## src/rtl/core/i2c_master_sensor_sequencer_macros.svh

```systemverilog
// ----------------------------------------------------------------------------
// I2C sensor sequencer assertion macros
// Shorthand for clocked, reset-qualified concurrent checks.
// ----------------------------------------------------------------------------
`ifndef I2C_MASTER_SENSOR_SEQUENCER_MACROS_SVH
`define I2C_MASTER_SENSOR_SEQUENCER_MACROS_SVH

// Same-cycle implication, checked on every rising clock edge outside reset.
`define I2CMS_ASSERT_NOW(lbl, ante, cons, msg) \
   lbl: assert property (@(posedge clock) disable iff (reset) (ante) |-> (cons)) \
      else $error(msg);

// Next-cycle implication, checked on every rising clock edge outside reset.
`define I2CMS_ASSERT_NEXT(lbl, ante, cons, msg) \
   lbl: assert property (@(posedge clock) disable iff (reset) (ante) |=> (cons)) \
      else $error(msg);

`endif

```

## src/rtl/core/i2cms_pkg.sv

```systemverilog
// ----------------------------------------------------------------------------
// I2C sensor sequencer package
// Word types, bus phase and transaction step codes, timing constants.
// ----------------------------------------------------------------------------
package i2cms_pkg;

   // Command codes carried in each input word
   localparam logic [1:0] CMD_TICK  = 2'd0;
   localparam logic [1:0] CMD_WRITE = 2'd1;
   localparam logic [1:0] CMD_READ  = 2'd2;

   // Configuration register indexes
   localparam logic [1:0] CSR_DEVICE_ADDRESS      = 2'd0;
   localparam logic [1:0] CSR_ACK_POLL_LIMIT      = 2'd1;
   localparam logic [1:0] CSR_ADDRESS_RETRY_LIMIT = 2'd2;

   // Configuration reset values
   localparam logic [6:0] DEVICE_ADDRESS_RST      = 7'd35;
   localparam logic [7:0] ACK_POLL_LIMIT_RST      = 8'd250;
   localparam logic [7:0] ADDRESS_RETRY_LIMIT_RST = 8'd100;

   // Phase lengths in ticks
   localparam logic [2:0] START_TICKS  = 3'd4;
   localparam logic [2:0] STOP_TICKS   = 3'd4;
   localparam logic [2:0] BIT_TICKS    = 3'd2;
   localparam logic [2:0] ACK_TICKS    = 3'd1;
   localparam logic [2:0] MACK_TICKS   = 3'd2;
   localparam logic [3:0] BYTE_BITS    = 4'd8;

   typedef enum logic [14:0] {
      PH_IDLE    = 15'h0001,
      PH_ST_A    = 15'h0002,
      PH_ST_B    = 15'h0004,
      PH_TX_LO   = 15'h0008,
      PH_TX_HI   = 15'h0010,
      PH_TX_TL   = 15'h0020,
      PH_AK_REL  = 15'h0040,
      PH_AK_CLK  = 15'h0080,
      PH_AK_POLL = 15'h0100,
      PH_SP_A    = 15'h0200,
      PH_SP_B    = 15'h0400,
      PH_RX_LO   = 15'h0800,
      PH_RX_HI   = 15'h1000,
      PH_MA_LO   = 15'h2000,
      PH_MA_HI   = 15'h4000
   } phase_type;

   typedef enum logic [11:0] {
      SQ_W_START  = 12'h001,
      SQ_W_ADDR   = 12'h002,
      SQ_W_ACK    = 12'h004,
      SQ_W_CMD    = 12'h008,
      SQ_W_CMDACK = 12'h010,
      SQ_W_STOP   = 12'h020,
      SQ_R_START  = 12'h040,
      SQ_R_ADDR   = 12'h080,
      SQ_R_ACK    = 12'h100,
      SQ_R_HI     = 12'h200,
      SQ_R_LO     = 12'h400,
      SQ_R_STOP   = 12'h800
   } step_type;

   typedef struct packed {
      logic [1:0] command;
      logic [7:0] command_byte;
      logic       sda_in;
   } req_type;

   typedef struct packed {
      logic        scl_level;
      logic        sda_drive_low;
      logic        busy_res;
      logic        done_res;
      logic        ack_missing;
      logic [15:0] light_value;
   } rsp_type;

   typedef struct packed {
      logic [6:0] device_address;
      logic [7:0] ack_poll_limit;
      logic [7:0] address_retry_limit;
   } cfg_type;

endpackage

```

## src/rtl/core/i2cms_csr.sv

```systemverilog
// ----------------------------------------------------------------------------
// I2C sensor sequencer configuration registers
// Write-only register file for address, poll limit and retry limit.
// ----------------------------------------------------------------------------
module i2cms_csr (
   input  logic                clock,
   input  logic                reset,
   input  logic                csr_we,
   input  logic [1:0]          csr_index,
   input  logic [7:0]          csr_wdata,
   output i2cms_pkg::cfg_type  cfg
);
   import i2cms_pkg::*;

   cfg_type cfg_ff;
   cfg_type cfg_in;

   always_comb begin
      cfg_in = cfg_ff;
      if (csr_we) begin
         case (csr_index)
            CSR_DEVICE_ADDRESS:      cfg_in.device_address      = csr_wdata[6:0];
            CSR_ACK_POLL_LIMIT:      cfg_in.ack_poll_limit      = csr_wdata;
            CSR_ADDRESS_RETRY_LIMIT: cfg_in.address_retry_limit = csr_wdata;
            default:                 cfg_in = cfg_ff;
         endcase
      end
   end

   always_ff @(posedge clock) begin
      if (reset) begin
         cfg_ff.device_address      <= DEVICE_ADDRESS_RST;
         cfg_ff.ack_poll_limit      <= ACK_POLL_LIMIT_RST;
         cfg_ff.address_retry_limit <= ADDRESS_RETRY_LIMIT_RST;
      end else begin
         cfg_ff <= cfg_in;
      end
   end

   assign cfg = cfg_ff;

endmodule

```

## src/rtl/core/i2cms_seq.sv

```systemverilog
// ----------------------------------------------------------------------------
// I2C sensor sequencer bus engine
// Phase and transaction state, advanced by one tick word per step.
// ----------------------------------------------------------------------------
module i2cms_seq (
   input  logic                clock,
   input  logic                reset,
   input  logic                step_en,
   input  i2cms_pkg::req_type  req,
   input  i2cms_pkg::cfg_type  cfg,
   output i2cms_pkg::rsp_type  rsp
);
   import i2cms_pkg::*;

   phase_type   phase_ff, phase_in;
   step_type    step_ff, step_in;
   logic [2:0]  delay_ff, delay_in;
   logic [3:0]  bit_ff, bit_in;
   logic [7:0]  shift_ff, shift_in;
   logic [7:0]  poll_ff, poll_in;
   logic [7:0]  retries_ff, retries_in;
   logic [7:0]  pend_ff, pend_in;
   logic [7:0]  hold_ff, hold_in;
   logic [15:0] meas_ff, meas_in;
   logic        tmo_ff, tmo_in;

   logic        data_low;
   logic        advance;
   logic        finished;
   logic        scl;
   logic        sda_low;
   logic [2:0]  delay_inc;
   logic [7:0]  addr;

   assign addr = {cfg.device_address, 1'b0};

   always_comb begin
      phase_in   = phase_ff;
      step_in    = step_ff;
      delay_in   = delay_ff;
      bit_in     = bit_ff;
      shift_in   = shift_ff;
      poll_in    = poll_ff;
      retries_in = retries_ff;
      pend_in    = pend_ff;
      hold_in    = hold_ff;
      meas_in    = meas_ff;
      tmo_in     = tmo_ff;
      advance    = 1'b0;
      finished   = 1'b0;
      scl        = 1'b1;
      sda_low    = 1'b0;
      data_low   = ~shift_ff[7];

      // start a transaction when idle; commands are dropped while busy
      if (phase_ff == PH_IDLE && (req.command == CMD_WRITE || req.command == CMD_READ)) begin
         tmo_in   = 1'b0;
         delay_in = 3'd0;
         phase_in = PH_ST_A;
         if (req.command == CMD_WRITE) begin
            pend_in    = req.command_byte;
            retries_in = cfg.address_retry_limit;
            step_in    = SQ_W_START;
         end else begin
            step_in = SQ_R_START;
         end
      end

      case (phase_in)
         PH_ST_A:             begin scl = 1'b1; sda_low = 1'b0;     end
         PH_ST_B:             begin scl = 1'b1; sda_low = 1'b1;     end
         PH_TX_LO, PH_TX_TL:  begin scl = 1'b0; sda_low = data_low; end
         PH_TX_HI:            begin scl = 1'b1; sda_low = data_low; end
         PH_AK_REL, PH_RX_LO: begin scl = 1'b0; sda_low = 1'b0;     end
         PH_SP_A:             begin scl = 1'b0; sda_low = 1'b1;     end
         PH_MA_LO:  begin scl = 1'b0; sda_low = (step_in == SQ_R_HI); end
         PH_MA_HI:  begin scl = 1'b1; sda_low = (step_in == SQ_R_HI); end
         default:             begin scl = 1'b1; sda_low = 1'b0;     end
      endcase

      delay_inc = delay_in + 3'd1;

      case (phase_in)
         PH_ST_A: begin
            delay_in = delay_inc;
            if (delay_inc >= START_TICKS) begin
               delay_in = 3'd0;
               phase_in = PH_ST_B;
            end
         end
         PH_ST_B: begin
            delay_in = delay_inc;
            if (delay_inc >= START_TICKS) begin
               delay_in = 3'd0;
               advance  = 1'b1;
            end
         end
         PH_TX_LO: begin
            delay_in = delay_inc;
            if (delay_inc >= BIT_TICKS) begin
               delay_in = 3'd0;
               phase_in = PH_TX_HI;
            end
         end
         PH_TX_HI: begin
            delay_in = delay_inc;
            if (delay_inc >= BIT_TICKS) begin
               delay_in = 3'd0;
               phase_in = PH_TX_TL;
            end
         end
         PH_TX_TL: begin
            delay_in = delay_inc;
            if (delay_inc >= BIT_TICKS) begin
               delay_in = 3'd0;
               shift_in = {shift_in[6:0], 1'b0};
               bit_in   = bit_in + 4'd1;
               if (bit_in >= BYTE_BITS) begin
                  advance = 1'b1;
               end else begin
                  phase_in = PH_TX_LO;
               end
            end
         end
         PH_AK_REL: begin
            delay_in = delay_inc;
            if (delay_inc >= ACK_TICKS) begin
               delay_in = 3'd0;
               phase_in = PH_AK_CLK;
            end
         end
         PH_AK_CLK: begin
            poll_in  = 8'd0;
            delay_in = delay_inc;
            if (delay_inc >= ACK_TICKS) begin
               delay_in = 3'd0;
               phase_in = PH_AK_POLL;
            end
         end
         PH_AK_POLL: begin
            if (!req.sda_in) begin
               advance = 1'b1;
            end else if (poll_in >= cfg.ack_poll_limit) begin
               tmo_in   = 1'b1;
               delay_in = 3'd0;
               phase_in = PH_SP_A;
            end else begin
               poll_in = poll_in + 8'd1;
            end
         end
         PH_SP_A: begin
            delay_in = delay_inc;
            if (delay_inc >= STOP_TICKS) begin
               delay_in = 3'd0;
               phase_in = PH_SP_B;
            end
         end
         PH_SP_B: begin
            delay_in = delay_inc;
            if (delay_inc >= STOP_TICKS) begin
               delay_in = 3'd0;
               advance  = 1'b1;
            end
         end
         PH_RX_LO: begin
            delay_in = delay_inc;
            if (delay_inc >= BIT_TICKS) begin
               delay_in = 3'd0;
               phase_in = PH_RX_HI;
            end
         end
         PH_RX_HI: begin
            shift_in = {shift_in[6:0], req.sda_in};
            bit_in   = bit_in + 4'd1;
            delay_in = 3'd0;
            phase_in = (bit_in >= BYTE_BITS) ? PH_MA_LO : PH_RX_LO;
         end
         PH_MA_LO: begin
            delay_in = delay_inc;
            if (delay_inc >= MACK_TICKS) begin
               delay_in = 3'd0;
               phase_in = PH_MA_HI;
            end
         end
         PH_MA_HI: begin
            delay_in = delay_inc;
            if (delay_inc >= MACK_TICKS) begin
               delay_in = 3'd0;
               advance  = 1'b1;
            end
         end
         default: phase_in = PH_IDLE;
      endcase

      // next bus primitive once the current one has finished
      if (advance) begin
         case (step_in)
            SQ_W_START: begin
               step_in = SQ_W_ADDR; shift_in = addr; bit_in = 4'd0; phase_in = PH_TX_LO;
            end
            SQ_W_ADDR: begin
               step_in = SQ_W_ACK; poll_in = 8'd0; phase_in = PH_AK_REL;
            end
            SQ_W_ACK: begin
               // after a timeout stop, retry the address while attempts remain
               if (phase_in == PH_SP_B && retries_in != 8'd0) begin
                  retries_in = retries_in - 8'd1;
                  step_in    = SQ_W_START;
                  phase_in   = PH_ST_A;
               end else begin
                  step_in  = SQ_W_CMD;
                  shift_in = pend_in;
                  bit_in   = 4'd0;
                  phase_in = PH_TX_LO;
               end
            end
            SQ_W_CMD: begin
               step_in = SQ_W_CMDACK; poll_in = 8'd0; phase_in = PH_AK_REL;
            end
            SQ_W_CMDACK: begin
               step_in = SQ_W_STOP; phase_in = PH_SP_A;
            end
            SQ_R_START: begin
               step_in  = SQ_R_ADDR;
               shift_in = {addr[7:1], 1'b1};
               bit_in   = 4'd0;
               phase_in = PH_TX_LO;
            end
            SQ_R_ADDR: begin
               step_in = SQ_R_ACK; poll_in = 8'd0; phase_in = PH_AK_REL;
            end
            SQ_R_ACK: begin
               step_in = SQ_R_HI; shift_in = 8'd0; bit_in = 4'd0; phase_in = PH_RX_LO;
            end
            SQ_R_HI: begin
               hold_in  = shift_in;
               step_in  = SQ_R_LO;
               shift_in = 8'd0;
               bit_in   = 4'd0;
               phase_in = PH_RX_LO;
            end
            SQ_R_LO: begin
               meas_in  = {hold_in, shift_in};
               step_in  = SQ_R_STOP;
               phase_in = PH_SP_A;
            end
            default: begin
               // final stop done
               phase_in = PH_IDLE;
               finished = 1'b1;
            end
         endcase
      end
   end

   always_ff @(posedge clock) begin
      if (reset) begin
         phase_ff   <= PH_IDLE;
         step_ff    <= SQ_W_START;
         delay_ff   <= 3'd0;
         bit_ff     <= 4'd0;
         shift_ff   <= 8'd0;
         poll_ff    <= 8'd0;
         retries_ff <= 8'd0;
         pend_ff    <= 8'd0;
         hold_ff    <= 8'd0;
         meas_ff    <= 16'd0;
         tmo_ff     <= 1'b0;
      end else if (step_en) begin
         phase_ff   <= phase_in;
         step_ff    <= step_in;
         delay_ff   <= delay_in;
         bit_ff     <= bit_in;
         shift_ff   <= shift_in;
         poll_ff    <= poll_in;
         retries_ff <= retries_in;
         pend_ff    <= pend_in;
         hold_ff    <= hold_in;
         meas_ff    <= meas_in;
         tmo_ff     <= tmo_in;
      end
   end

   always_comb begin
      rsp.scl_level     = scl;
      rsp.sda_drive_low = sda_low;
      rsp.busy_res      = (phase_in != PH_IDLE);
      rsp.done_res      = finished;
      rsp.ack_missing   = finished & tmo_in;
      rsp.light_value   = meas_in;
   end

endmodule

```

## src/rtl/core/i2c_master_sensor_sequencer.sv

```systemverilog
// ----------------------------------------------------------------------------
// I2C master sensor sequencer
// Tick-driven I2C master running a command write or a two-byte measurement read.
// ----------------------------------------------------------------------------
// Every input word is one bus tick carrying the sampled SDA level and an
// optional command (write the command byte, or read a 16-bit measurement);
// every input word yields exactly one result word with the SCL level and SDA
// pull-down for that tick, busy/done flags, an acknowledge-timeout flag on the
// done tick and the last measurement. One word is taken per clock cycle
// sustained while rsp_ready is high; a word's result is presented once the
// word has been held in the input register and then stepped through the
// bus engine into the result register. The rate is set by the step of the
// bus engine state, which a word updates before the next word is stepped.
// Commands arriving while busy are dropped.
// Configuration writes are taken whenever csr_we is high and apply to the
// next word stepped.
// ----------------------------------------------------------------------------
`include "i2c_master_sensor_sequencer_macros.svh"

module i2c_master_sensor_sequencer (
   input  logic                clock,
   input  logic                reset,
   input  logic                req_valid,
   output logic                req_ready,
   input  i2cms_pkg::req_type  req_data,
   output logic                rsp_valid,
   input  logic                rsp_ready,
   output i2cms_pkg::rsp_type  rsp_data,
   input  logic                csr_we,
   input  logic [1:0]          csr_index,
   input  logic [7:0]          csr_wdata
);
   import i2cms_pkg::*;

   cfg_type cfg;
   rsp_type step_rsp;

   // input word register
   logic    in_vld_ff, in_vld_in;
   req_type in_data_ff;

   // result word register
   logic    out_vld_ff, out_vld_in;
   rsp_type out_data_ff;

   logic    req_take;
   logic    step_en;

   // step the held word whenever the result register is free or draining
   assign step_en   = in_vld_ff & (~out_vld_ff | rsp_ready);
   assign req_ready = ~in_vld_ff | step_en;
   assign req_take  = req_valid & req_ready;

   assign in_vld_in  = req_take | (in_vld_ff & ~step_en);
   assign out_vld_in = step_en | (out_vld_ff & ~rsp_ready);

   i2cms_csr u_csr (
      .clock     (clock),
      .reset     (reset),
      .csr_we    (csr_we),
      .csr_index (csr_index),
      .csr_wdata (csr_wdata),
      .cfg       (cfg)
   );

   i2cms_seq u_seq (
      .clock   (clock),
      .reset   (reset),
      .step_en (step_en),
      .req     (in_data_ff),
      .cfg     (cfg),
      .rsp     (step_rsp)
   );

   always_ff @(posedge clock) begin
      if (reset) begin
         in_vld_ff  <= 1'b0;
         out_vld_ff <= 1'b0;
      end else begin
         in_vld_ff  <= in_vld_in;
         out_vld_ff <= out_vld_in;
      end
   end

   // payload: hold unless a new word is loaded
   always_ff @(posedge clock) begin
      if (req_take) begin
         in_data_ff <= req_data;
      end
      if (step_en) begin
         out_data_ff <= step_rsp;
      end
   end

   assign rsp_valid = out_vld_ff;
   assign rsp_data  = out_data_ff;

   `I2CMS_ASSERT_NEXT(a_step_fills_output, step_en, out_vld_ff,
                      "stepped word did not reach the result register")
   `I2CMS_ASSERT_NEXT(a_take_fills_input, req_take, in_vld_ff,
                      "accepted word did not reach the input register")
   `I2CMS_ASSERT_NEXT(a_stall_holds_input, in_vld_ff && !step_en, in_vld_ff,
                      "held input word dropped without being stepped")

endmodule
```

## config.mk

```make
export PLATFORM = sky130hd
export DESIGN_NAME = i2c_master_sensor_sequencer
export DESIGN_NICKNAME = d
export VERILOG_FILES = /design/src/rtl/core/i2cms_pkg.sv /design/src/rtl/core/i2cms_csr.sv /design/src/rtl/core/i2cms_seq.sv /design/src/rtl/core/i2c_master_sensor_sequencer.sv
export VERILOG_INCLUDE_DIRS = /design/src /design/src/rtl/core
export SDC_FILE = /design/constraint.sdc
export NUM_CORES = 1
export LEC_CHECK = 0
export BUFFER_PORTS_ARGS = -buffer_cell sky130_fd_sc_hd__buf_2
export CORE_MARGIN = 5
export CORE_UTILIZATION = 25
export CTS_BUF_LIST = sky130_fd_sc_hd__clkbuf_16
export DETAILED_ROUTE_END_ITERATION = 12
export PLACE_DENSITY = 0.46
export SYNTH_ARGS = -nofsm -noshare
export SYNTH_HDL_FRONTEND = slang
export SYNTH_SLANG_ARGS = --single-unit
```

## constraint.sdc

```tcl
create_clock -name clock -period 7.57 [get_ports clock]
set_clock_uncertainty 0.1 [all_clocks]
set_input_delay 1.514 -clock clock [delete_from_list [all_inputs] [get_ports clock]]
set_output_delay 1.514 -clock clock [all_outputs]
set_load 0.01 [all_outputs]
```

* Word-level counts from Yosys, hierarchy flattened *
Cells that the tools add are included.

word-level totals
  flip-flop bits (word level) = 148
  input port bits = 26
  output and inout port bits = 23
  word-level logic and storage cells = 171

operators by class
  add/subtract/negate cells = 4
  magnitude comparators = 5
  eq/ne operators = 31
  multiplexer cells = 68
  bitwise logic cells = 14
  reduce and logical (&&, ||, !) cells = 24

operator list
  cell                                              count
  2-to-1 mux 15 bit                                 14
  case mux 15 bit (12 select lines)                 1
  case mux 12 bit (10 select lines)                 1
  2-to-1 mux 8 bit                                  14
  case mux 15 bit (5 select lines)                  1
  2-to-1 mux 16 bit                                 2
  case mux 8 bit (2 select lines)                   2
  case mux 8 bit (4 select lines)                   1
  == test 15 x 11 -> 1 bit (second input constant)  2
  2-to-1 mux 12 bit                                 2
  2-to-1 mux 4 bit                                  5
  2-to-1 mux 3 bit                                  6
  case mux 4 bit (2 select lines)                   2
  == test 15 x 1 -> 1 bit (second input constant)   1
  == test 15 x 10 -> 1 bit (second input constant)  1
  == test 15 x 12 -> 1 bit (second input constant)  1
  == test 15 x 13 -> 1 bit (second input constant)  1
  == test 15 x 14 -> 1 bit (second input constant)  1
  == test 15 bit (second input constant)            1
  == test 15 x 2 -> 1 bit (second input constant)   1
  == test 15 x 3 -> 1 bit (second input constant)   1
  == test 15 x 4 -> 1 bit (second input constant)   1
  == test 15 x 5 -> 1 bit (second input constant)   1
  == test 15 x 6 -> 1 bit (second input constant)   1
  45 further kinds                                  82

* Logic depth before layout (Yosys ltp) *
  word-level depth = 14
  depth in mapped cells = 17
  mapped depth without buffers = 14

* Modules after synthesis *
A second synthesis with hierarchy kept.

unflattened totals
  cells, all modules = 917
  area, all modules = 8125.3 sq um

by module, submodules not included
  module                       instances  cells each  area an instance (sq um)  seq. area each (sq um)
  i2cms_seq                    1          780         6105.9                    1821.7
  i2c_master_sensor_sequencer  1          42          1064.8                    1001.0
  i2cms_csr                    1          95          954.7                     460.4

* Worst setup path after synthesis *
No wires, ideal clock.

  kind = reg-to-reg
  start = register in_data_ff[9] (netlist name)
  end = register u_seq.retries_ff[4]
  library setup time = 0.132 ns
  arrival = 3.913 ns
  required time = 7.338 ns
  path slack = 3.425 ns
  stages on the path, launching flop included = 15
  buffers on the path = 1
  clock period less this slack = 4.145 ns
  cell sequence = edfxtp_1 ha_1 or3b_2 nor3_2 and3_1 clkbuf_1 mux2i_1 ha_1 nand4_1 o2111ai_1 a211o_1 or2_2 or4_1 a21oi_1 o32ai_1

between the ends
  cells in the longest elaborated chain, start to end = 13
  elaborated cells between the ends (all ways) = 55
  classes of those cells = 2 x add/sub; 3 x order compare; 18 x eq/ne; 26 x mux; 6 x reduce/logical

ends and longest elaborated chain
  element                                                         RTL line                           RTL
  start: declaration                                              i2c_master_sensor_sequencer.sv:40  req_type in_data_ff;
  start signal: assignment                                        i2c_master_sensor_sequencer.sv:88  in_data_ff <= req_data;
  == test 2 x 1 -> 1 bit / == test 2 bit (equally long branches)  i2cms_seq.sv:56, i2cms_seq.sv:60
  logical OR 1 bit                                                i2cms_seq.sv:56                    if (phase_ff == PH_IDLE && (req.command == CMD_WRITE || req.command == CMD_READ)) begin
  logical AND 1 bit                                               i2cms_seq.sv:56
  2-to-1 mux 3 bit                                                i2cms_seq.sv:56
  adder 3 x 1 -> 3 bit                                            i2cms_seq.sv:81                    delay_inc = delay_in + 3'd1;
  >= comparator 3 x 2 -> 1 bit (tied with other cells)            --
  2-to-1 mux 15 bit (tied with other cells)                       i2cms_seq.sv:180                   if (delay_inc >= MACK_TICKS) begin
  case mux 15 bit (12 select lines)                               i2cms_seq.sv:83                    case (phase_in)
  == test 15 x 11 -> 1 bit                                        i2cms_seq.sv:206                   if (phase_in == PH_SP_B && retries_in != 8'd0) begin
  logical AND 1 bit                                               i2cms_seq.sv:206
  2-to-1 mux 8 bit                                                i2cms_seq.sv:206
  2-to-1 mux 8 bit                                                i2cms_seq.sv:197                   case (step_in)
  2-to-1 mux 8 bit (*)                                            i2cms_seq.sv:196                   if (advance) begin
  end signal: assignment                                          i2cms_seq.sv:276                   retries_ff <= retries_in;
  end: declaration                                                i2cms_seq.sv:21                    logic [7:0] retries_ff, retries_in;

Every way passes the cells marked *; elsewhere a longest branch is shown, timed or not.
A chain may end at the register's enable or synchronous reset.

* Worst setup path after layout *
  start = register u_seq.phase_ff[4]
  end = register u_seq.retries_ff[3]

between the ends
  cells in the longest elaborated chain, start to end = 12
  elaborated cells between the ends (all ways) = 51
  classes of those cells = 2 x add/sub; 3 x order compare; 17 x eq/ne; 24 x mux; 5 x reduce/logical

ends and longest elaborated chain
  element                                               RTL line          RTL
  start: declaration                                    i2cms_seq.sv:15   phase_type phase_ff, phase_in;
  start signal: assignment                              i2cms_seq.sv:270  phase_ff <= phase_in;
  == test 15 x 1 -> 1 bit                               i2cms_seq.sv:56
  logical AND 1 bit                                     i2cms_seq.sv:56
  2-to-1 mux 3 bit                                      i2cms_seq.sv:56
  adder 3 x 1 -> 3 bit                                  i2cms_seq.sv:81
  >= comparator 3 x 2 -> 1 bit (tied with other cells)  --
  2-to-1 mux 15 bit (tied with other cells)             i2cms_seq.sv:180
  case mux 15 bit (12 select lines)                     i2cms_seq.sv:83
  == test 15 x 11 -> 1 bit                              i2cms_seq.sv:206
  logical AND 1 bit                                     i2cms_seq.sv:206
  2-to-1 mux 8 bit                                      i2cms_seq.sv:206
  2-to-1 mux 8 bit                                      i2cms_seq.sv:197
  2-to-1 mux 8 bit (*)                                  i2cms_seq.sv:196

Marks and branches as above.

==> reports/results.ini <==
[routing]
vias_per_cell=5.22
finalWirelength_um=24800
num_vias=7032
firstDrtPassIters=5
first_iter_violations=620
drc=0
ant_nets=0
wl_per_cell_um=18.4

[critical_path]
worstPathArrival_ns=5.19
crit_type=reg2reg
startpoint_type=register
critPathCaptureType=register
cp_max_fo=20
crit_chain=or4_4, nor2_1, and3_1, mux2i_1, ha_1, nand4_1, o2111ai_1, a211o_1, or2_2, nor4_2, a2bb2oi_1, a31oi_1
required_ns=7.74
slowest_delay_ns=0.80
critPathSlowestCell=and3_1

[job]
max_cap_viol_count=0

[clock_network]
cts_tree=built
cts-root-buf=clkbuf_16
clk_pin_slew_ns=0.07
cts_inserted_buffers=17
ctsResizeCount=0
cts_max_level=4
cts.sinks=148
cts_hold_buf=0
postCtsSetupRepairBufs=0
insertion_delay_ns=0.44
cts_buffer_depth=2

[final_layout]
area_growth_pct=15.3
multiInputGateArea_mm2=0.00418
final_cell_count_no_fill=1347
seqCellArea_mm2=0.00328
nFillCells=3292
drive_gt1_share_pct=13.6
diodes=0
layout_commonest_cell=nand2_1
final_cell_mix=nand2_1 (146), dfxtp_1 (116), a21oi_1 (92), nor2_1 (80), buf_2 (48)
fin_nets=977

[die]
fp.dieH_um=186
die_area_mm2=0.0347
coreArea_mm2=0.0306
rows=64
start_util_pct=25.4
fp.dieW_um=186
io_pins=49

[sta]
worst_slew_pin_slew_ns=1.05
finalCritPeriodShare_pct=66.3
hold_violations=0
rsz0062_at_grt=no
setup_viol=0
period_needed_ns=5.02
slew_headroom_pct=29.9
fin_setup_tns_ns=0
fmax_mhz=199
final_max_slew_viol_count=0

[place]
dpl.hpwl_um=17500
place_congestion=0.910
dp.cells=1315
io_buffers=48

[logic_synthesis]
synth_fp_nets=960
synth_edf_count=32
ys_warn_count=0
async_reset_ff_share_pct=0
ys_ff_latch=148
synth_flop_cell=dfxtp_1
avgSynthCellArea_um2=8.43
postSynthCellCount=921
netlist_area_mm2=0.00776
yosys.cell_types.count=78
ys_seq_area_share_pct=42.3

[global_routing]
antenna_found_initial=0
track_usage_pct=14.3
top_usage_layer=met2
overflow=0
use_met1_pct=20.8
grt_pass1_vias=6704
grt_max_degree=81
grt.met2_usage_pct=21.2
grt_first_pass_wirelength_um=39000
grt_use_met3_pct=2.64

[worst_hold_path]
hold_class=reg2reg

[outcome]
status=completed

[power]
ir_drop_mv=0.129
power.leakage_nw=3.18
powerDensity_mw_per_mm2=213

==> through the flow <==
step	worst slack (ns)	util [%]	hold slack [ns]	total power [mW]	area, µm²
5_1_grt	2.13	29.3	0.371	1.98	8950
2_1_floorplan	3.42	-	0.332	0.966	7760
4_1_cts	2.62	29.3	0.355	1.92	8950
6_report	2.55	29.3	0.355	1.90	8950
3_5_place_dp	2.63	27.3	0.345	1.03	8340
3_3_place_gp	2.75	27.3	0.339	1.03	8340
==> cell usage after synthesis, types with 13 or more instances <==
library cell | count | area [µm²]
mux2i_1 | 29 | 290
nand2_1 | 146 | 548
a21oi_1 | 92 | 460
dfxtp_1 | 116 | 2320
o21ai_0 | 33 | 165
nor2_1 | 80 | 300
clkbuf_1 | 47 | 176
nor4_1 | 21 | 131
nor3_1 | 24 | 120
ha_1 | 13 | 163
edfxtp_1 | 32 | 961
nand3_1 | 25 | 125
inv_1 | 18 | 67.6
==> sequential cells by signal, indices dropped and copies added, names as in the netlist <==
signal,cells
in_vld_ff,1
u_seq.meas_ff,16
u_csr.cfg,23
rsp_data,21
u_seq.delay_ff,3
u_seq.pend_ff,8
u_seq.retries_ff,8
u_seq.poll_ff,8
u_seq.shift_ff,8
u_seq.step_ff,12
u_seq.hold_ff,8
u_seq.bit_ff,4
in_data_ff,11
rsp_valid,1
u_seq.phase_ff,15
u_seq.tmo_ff,1
==> per-layer routing <==
layer | vias to the layer above | wire [µm]
met5 | - | 0
met4 | 0 | 498
met3 | 38 | 1120
met2 | 192 | 10900
met1 | 3383 | 12300
li1 | 3419 | -
==> power by group <==
part           switching, mW  internal (mW)  total [mW]
sequential            0.0176          0.827       0.844
clock                  0.387          0.501       0.888
combinational          0.119         0.0521       0.171
==> logic make-up (layout without fill, tap and decap cells) <==
group,Yosys count,count (layout),synth area share (%)
flops,148,148,42.3
simple gates,402,402,26.2
mux,37,37,4.90
compound gates,230,230,19.0
fa+ha+maj,13,13,2.10
buf+inv,78,108,4.00
xor+xnor,13,13,1.47
==> worst max-delay path, delay by kind of cell (launching register included) <==
kind / cells / cell delay (ns)
flops: 1 / 0.39
simple gates: 6 / 2.97
compound gates: 4 / 0.87
mux: 1 / 0.26
fa+ha+maj: 1 / 0.27
==> worst paths after layout <==
kind,from,slack (ns),depth (start not counted),end
setup / recovery,u_seq.phase_ff[4],2.55,12,u_seq.retries_ff[3]
hold / removal,u_seq.meas_ff[10],0.35,2,u_seq.meas_ff[10]
setup reg to reg,u_seq.phase_ff[4],2.55,12,u_seq.retries_ff[3]
hold reg to reg,u_seq.meas_ff[10],0.35,2,u_seq.meas_ff[10]
==> area by class of cell <==
cell class	instances	share of cell area, %
sequential	148	36.7
multi-input combinational	695	46.7
timing repair buffer	57	3.44
tap	396	5.54
inverter	19	0.797
clock inverter	15	2.11
clock buffer	17	4.75
No activity file was read; power rests on OpenSTA's default activity.
